`src/sv/lse_pkg.sv`:
```
// Shared types, register codes and the per-channel filter function.
package lse_pkg;

    typedef struct packed {
        logic [7:0] blue;
        logic [7:0] green;
        logic [7:0] red;
    } pixel_t;

    typedef struct packed {
        logic   frame_end;
        pixel_t pix;
    } result_t;

    localparam logic [1:0] REG_CENTER_WEIGHT = 2'd0;
    localparam logic [1:0] REG_IMAGE_WIDTH   = 2'd1;
    localparam logic [1:0] REG_IMAGE_HEIGHT  = 2'd2;

    localparam logic [3:0]  CENTER_WEIGHT_RST = 4'd9;
    localparam logic [10:0] IMAGE_WIDTH_RST   = 11'd600;
    localparam logic [11:0] IMAGE_HEIGHT_RST  = 12'd475;

    localparam int FIFO_DEPTH = 4;

    // weight * center minus the eight neighbors, clamped to 0..255
    function automatic logic [7:0] lap_chan(input logic [3:0] wt, input logic [7:0] ctr,
                                            input logic [63:0] nbrs);
        logic [11:0]        prod;
        logic [10:0]        nsum;
        logic signed [13:0] acc;
        logic [7:0]         res;
        prod = 12'(wt) * 12'(ctr);
        nsum = '0;
        for (int k = 0; k < 8; k++)
        begin
            nsum = nsum + 11'(nbrs[k*8 +: 8]);
        end
        acc = $signed({2'b00, prod}) - $signed({3'b000, nsum});
        if (acc > 14'sd255)
            res = 8'hFF;
        else if (acc < 14'sd0)
            res = 8'h00;
        else
            res = acc[7:0];
        return res;
    endfunction

endpackage

```
`src/sv/lse_out_fifo.sv`:
```
// Small result FIFO that decouples the filter pipeline from the output stream.
module lse_out_fifo
    import lse_pkg::*;
(
    input  logic                            clk,
    input  logic                            rst_n,
    input  logic                            push,
    input  result_t                         wr_item,
    input  logic                            pop_ready,
    output logic                            out_valid,
    output result_t                         out_item,
    output logic [$clog2(FIFO_DEPTH+1)-1:0] level
);

    localparam int PW = $clog2(FIFO_DEPTH);
    localparam int LW = $clog2(FIFO_DEPTH+1);

    result_t       mem_reg [FIFO_DEPTH];
    logic [PW-1:0] head_reg, head_next;
    logic [PW-1:0] tail_reg, tail_next;
    logic [LW-1:0] count_reg, count_next;
    logic          pop;

    assign out_valid = (count_reg != '0);
    assign out_item  = mem_reg[head_reg];
    assign level     = count_reg;
    assign pop       = out_valid && pop_ready;

    always_comb
    begin
        head_next  = head_reg;
        tail_next  = tail_reg;
        count_next = count_reg;
        if (push)
        begin
            tail_next = (tail_reg == PW'(FIFO_DEPTH-1)) ? '0 : tail_reg + PW'(1);
        end
        if (pop)
        begin
            head_next = (head_reg == PW'(FIFO_DEPTH-1)) ? '0 : head_reg + PW'(1);
        end
        if (push && !pop)
            count_next = count_reg + LW'(1);
        else if (pop && !push)
            count_next = count_reg - LW'(1);
    end

    always_ff @(posedge clk or negedge rst_n)
    begin
        if (!rst_n)
        begin
            head_reg  <= '0;
            tail_reg  <= '0;
            count_reg <= '0;
        end
        else
        begin
            head_reg  <= head_next;
            tail_reg  <= tail_next;
            count_reg <= count_next;
        end
    end

    always_ff @(posedge clk)
    begin
        if (push)
        begin
            mem_reg[tail_reg] <= wr_item;
        end
    end

endmodule

```
`config.mk`:
```
export PLATFORM = sky130hd
export DESIGN_NAME = lse_out_fifo
export DESIGN_NICKNAME = d
export VERILOG_FILES = /design/src/sv/lse_pkg.sv /design/src/sv/lse_out_fifo.sv
export SDC_FILE = /design/constraint.sdc
export NUM_CORES = 1
export LEC_CHECK = 0
export ABC_CLOCK_PERIOD_IN_PS = 1700
export BUFFER_PORTS_ARGS = -buffer_cell sky130_fd_sc_hd__buf_2
export CAP_MARGIN = 20
export CORE_UTILIZATION = 40
export DETAILED_ROUTE_END_ITERATION = 7
export GPL_TIMING_DRIVEN = 0
export PLACE_DENSITY = 0.7
export REMOVE_ABC_BUFFERS = 1
export SYNTH_ARGS = -nofsm -noshare
export SYNTH_HDL_FRONTEND = slang
export SYNTH_SLANG_ARGS = --single-unit
```
`constraint.sdc`:
```
create_clock -name clk -period 1.7 [get_ports clk]
set_input_delay 0.17 -clock clk [delete_from_list [all_inputs] [get_ports clk]]
set_output_delay 0.17 -clock clk [all_outputs]
set_load 0.01 [all_outputs]
```
=== Yosys cells after proc, flatten, opt, wreduce, memory -nomap -nowiden ===
Memories as Yosys holds them, arrays and structs flattened.
Cells that the tools add are included.

* $mul: 0
* Multiplexer cells: 6
* Eq/ne operators: 2
* Reduce and logical (&&, ||, !) cells: 7
* Divide/modulo/power cells: 0
* Add/sub/neg operators: 4
* Magnitude comparators: 0
* Shift-type cells: 0
* Bitwise gates (word level): 0

{| class="wikitable"
|+ Operator list
! cell !! number
|-
| 3-bit 2-to-1 mux || 2
|-
| 2-bit by 1-bit adder with 2-bit output (second input constant) || 2
|-
| 2-bit == test (second input constant) || 2
|-
| 2-bit 2-to-1 mux || 2
|-
| 3-bit by 1-bit adder with 3-bit output (second input constant) || 1
|-
| 1-bit logical AND || 3
|-
| 3-bit nonzero test || 1
|-
| 3-bit by 1-bit subtractor with 3-bit output (second input constant) || 1
|-
| 1-bit logical NOT || 2
|-
| 1-bit 2-to-1 mux || 2
|-
| 2-bit nonzero test || 1
|}

* Output and inout port bits: 29
* Bits in latches: 0
* Memories: 1
* Flip-flop bits (word level): 7
* Input port bits: 29
* Memory bits (read-only): 0
* Word-level logic and storage cells: 23
* RAM bits: 100

{| class="wikitable"
|+ Memories
! name !! words !! width !! read ports !! clocked after Yosys merged registers in !! wr ports !! RTL line !! RTL
|-
| mem_reg || 4 || 25 || 1 || 0 || 1 || lse_out_fifo.sv:18 || <nowiki>result_t mem_reg [FIFO_DEPTH];</nowiki>
|}

=== Depth between registers and ports, before layout ===
* Depth in word-level cells: 5
* Gate-level depth with buffers: 8
* Depth with buffers taken out: 8

=== Worst setup path before layout ===
Ideal clock, no wire load.

* Path type: reg-to-reg
* From: reg count_reg[0] (netlist: level[0])
* To: reg count_reg[2] (netlist: level[2])
* Period minus slack after synthesis: 2.033 ns
* Path slack: -0.333 ns
* Path buffers: 0
* Stages on the path, launching flop included: 9
* Setup time: 0.079 ns
* Arrival time: 1.954 ns
* Required time: 1.621 ns
* Cells stage by stage: dfrtp_1 or3_4 nand2_2 ha_1 inv_1 fa_1 xor2_1 nor2_1 xor2_1

* Longest elaborated chain between the ends: 5
* Elaborated cells on any way between the ends: 10
* Those cells by class: add/sub (2); mux (2); reduce/logical (6)

{| class="wikitable"
|+ Ends and longest elaborated chain
! what !! RTL line !! RTL
|-
| from (decl) || lse_out_fifo.sv:21 || <nowiki>logic [LW-1:0] count_reg, count_next;</nowiki>
|-
| from (signal assigned) || lse_out_fifo.sv:60 || <nowiki>count_reg <= count_next;</nowiki>
|-
| 3-bit nonzero test (*) || lse_out_fifo.sv:24 || <nowiki>assign out_valid = (count_reg != '0);</nowiki>
|-
| net out_valid || lse_out_fifo.sv:10 || <nowiki>output logic out_valid,</nowiki>
|-
| 1-bit logical AND (*) || lse_out_fifo.sv:27 || <nowiki>assign pop = out_valid && pop_ready;</nowiki>
|-
| 1-bit logical NOT || lse_out_fifo.sv:42 || <nowiki>if (push && !pop)</nowiki>
|-
| 1-bit logical AND || lse_out_fifo.sv:42 ||
|-
| 3-bit 2-to-1 mux or 2-bit nonzero test (tied branches) || n/a ||
|}

The timed path passes the listed nets; every way through them passes the cells marked *. The select of a mux whose other input is x is not followed.
A chain may end at the register's enable or synchronous reset.

==> results.md <==
- Most common cell after layout, fill and taps aside: edfxtp_1
- GPL Wtd Cong: 0.629
- Post-DRT Antenna Nets: 0
- Register area: 3190 um^2
- Via count: 1,893
- Number of clock sinks: between 100 and 150
- Synth cell types: 19
- Area Overhead vs Synth: 24.9%
- Largest net degree at the start of global routing: 18
- Flop and latch count out of synthesis: 107
- Period utilisation layout: 110%
- Hold Slack: 18.5 ps
- Fmax: roughly 530 MHz
- Register area share after synthesis: slightly below 80%
- Initial antenna violation count: 0
- Die W: between 100 and 150 um
- Drt pass-1 iters: 4
- Drt drc: 0
- Hpwl dp: about 4.2 mm
- Kind of critical path: register to output pin
- Final hold violation count: 0
- Fillers: roughly 850
- Status: finished with violations
- Num rows: 36
- Req. time, crit path: around 1500 ps
- Total GRT Usage: between 10% and 20%
- Final slew viol count: 0
- Root Driver: clkbuf_8
- Rel. slew slack: 72.8%
- Clock Path Buffers: 2
- Clock Latency Late Sink: roughly 360 ps
- CP top delay family: flip-flops
- Io pins: 58
- CTS tree: done
- Largest stage delay on the critical path: 520 ps
- Die H: approximately 100 um
- Critical path, cell by cell: clkbuf_16 -> mux4_2 -> buf_6
- RSZ-0062 raised after global routing: yes
- Leakage power: ~1.8 nW
- Clk slew on worst S/H paths: ~100 ps
- Layout net count: ~290
- Failing checks: setup timing
- Global-route wire length before repair: about 10 mm
- Share of cells above drive strength 1: approximately half
- H-tree depth: 3
- CP max FO: 6
- Mean Syn Cell Area: around 24 um^2
- Placed cells: 356
- Vias in the first global route: about 1,900
- Syn Inst Count: 167
- Final worst setup slack: -171 ps
- WL final: slightly above 7 mm
- Setup TNS: -4010 ps
- Die area: approximately 11,000 um^2
- Vias/cell: around 4.9
- Initial Util: about 41%
- Final setup vio count: 27
- Core Area: approximately 9800 um^2
- Fin Clk Skew: a little under 10 ps
- CTS buffer count: 9
- WL/cell: ~18 um
- Mapped cell area: 4070 um^2
- Diode count: 0
- Worst slew pin tran: 407 ps
- Slowest CP cell: dfrtp_4
- Final Non-Filler Cells: between 300 and 400
- Type of origin of the critical path: register
- Max-cap violations: 0
- Crit end category: output pin
- Core Util, Final: between 50% and 60%
- PnR Total Power: between 8 and 9 mW
- Yosys warnings: 0
- Multi-input combinational cell area: slightly above 800 um^2
- GRT overflow: 0
- CP Buf/Inv Count: 2
- Worst Hold Class: input pin to register
- Commonest non-fill, non-tap cells in the layout: edfxtp_1 (100), buf_2 (36), mux4_2 (25)
- Initial DRC Count: between 50 and 60
- Max FFs per register: 100
- CP arrival: roughly 1700 ps
- Buffers on Ports: 57
- Final min period: ~1900 ps
- VDD IR-drop max: approximately 1000 uV
- Pwr dens: 1630 nW/um^2
==> area by class of cell <==
cell class	count	share of cell area, %
sequential	107	62.7
multi-input combinational	51	16.3
timing repair buffer	77	14.2
tap	133	3.27
clock buffer	10	2.51
clock inverter	6	0.812
inverter	3	0.222
==> cell usage after synthesis <==
| master | n | share of area (%) |
|---|---|---|
| and2_1 | 4 | 0.61 |
| buf_12 | 2 | 0.98 |
| buf_2 | 3 | 0.37 |
| buf_6 | 1 | 0.28 |
| dfrtp_1 | 7 | 4.3 |
| edfxtp_1 | 100 | 74 |
| fa_1 | 1 | 0.49 |
| ha_1 | 6 | 1.8 |
| inv_1 | 3 | 0.28 |
| mux2_2 | 3 | 0.83 |
| mux4_1 | 7 | 4.5 |
| mux4_2 | 18 | 10 |
| nand2_1 | 2 | 0.18 |
| nand2_2 | 1 | 0.15 |
| nor2_1 | 3 | 0.28 |
| o21ai_0 | 2 | 0.25 |
| or3_4 | 1 | 0.28 |
| xnor2_1 | 1 | 0.22 |
| xor2_1 | 2 | 0.43 |
==> worst reg2reg max path: cells and delay by family (launching register included) <==
family / cells / cell delay [ps]
simple gates: 3 / 630
fa+ha+maj: 2 / 460
flops: 1 / 400
xor+xnor: 2 / 290
buf+inv: 1 / 40
==> path summary, 6_finish.rpt <==
check | from | endpoint | slack (ps) | depth (start not counted)
worst max-delay path | head_reg[0] | out_item[23] | -170 | 3
min in group asynchronous | rst_n | level[2] | 190 | 2
worst max register to register | level[0] | level[2] | -160 | 8
max in group asynchronous | rst_n | head_reg[1] | 1340 | 2
worst min-delay path | wr_item[12] | mem_reg[2][12] | 20 | 1
worst min register to register | level[2] | level[2] | 510 | 1
==> cell families after synthesis <==
kind of cell	after synthesis	synth area share (%)
DFF	107	78.1
muxes	28	15.3
and+or+nand+nor	11	1.51
buffers and inverters	9	1.91
adders and majority gates	7	2.34
xor gates and xnor gates	3	0.645
AOI/OAI and AO/OA	2	0.246
==> layer usage <==
metal  vias to the layer above  wire (um)  global-route usage (%)
li1                        857          -                       -
met1                       981       3260                    18.6
met2                        46       3510                    22.1
met3                         9        210                    2.85
met4                         0        105                    5.85
met5                         -          0                       0
==> report_power, final <==
group	switching, mW	internal [mW]	total, mW
clock network	0.839	0.534	1.37
registers	0.250	3.41	3.66
logic	1.34	1.91	3.25
total	2.43	5.85	8.28
==> through the flow <==
stage / setup WS, ps / cell area (um^2)
finish: -171 / 5080
global route: -263 / 5080
CTS: -201 / 4910
detailed placement: -396 / 4580
global placement: -865 / 4460
floorplan: -333 / 4010
==> repair_timing <==
action / 4_1_cts / 5_1_grt
cloned: 0 / 1
hold buffers: 2 / 0
endpoints found under the setup margin: 101 / 27
resized for setup: 15 / 31
pin swaps: 6 / 4
buffers inserted: 9 / 3
hold endpoints to repair: 11 / 0
(Power assumes the default switching activity.)
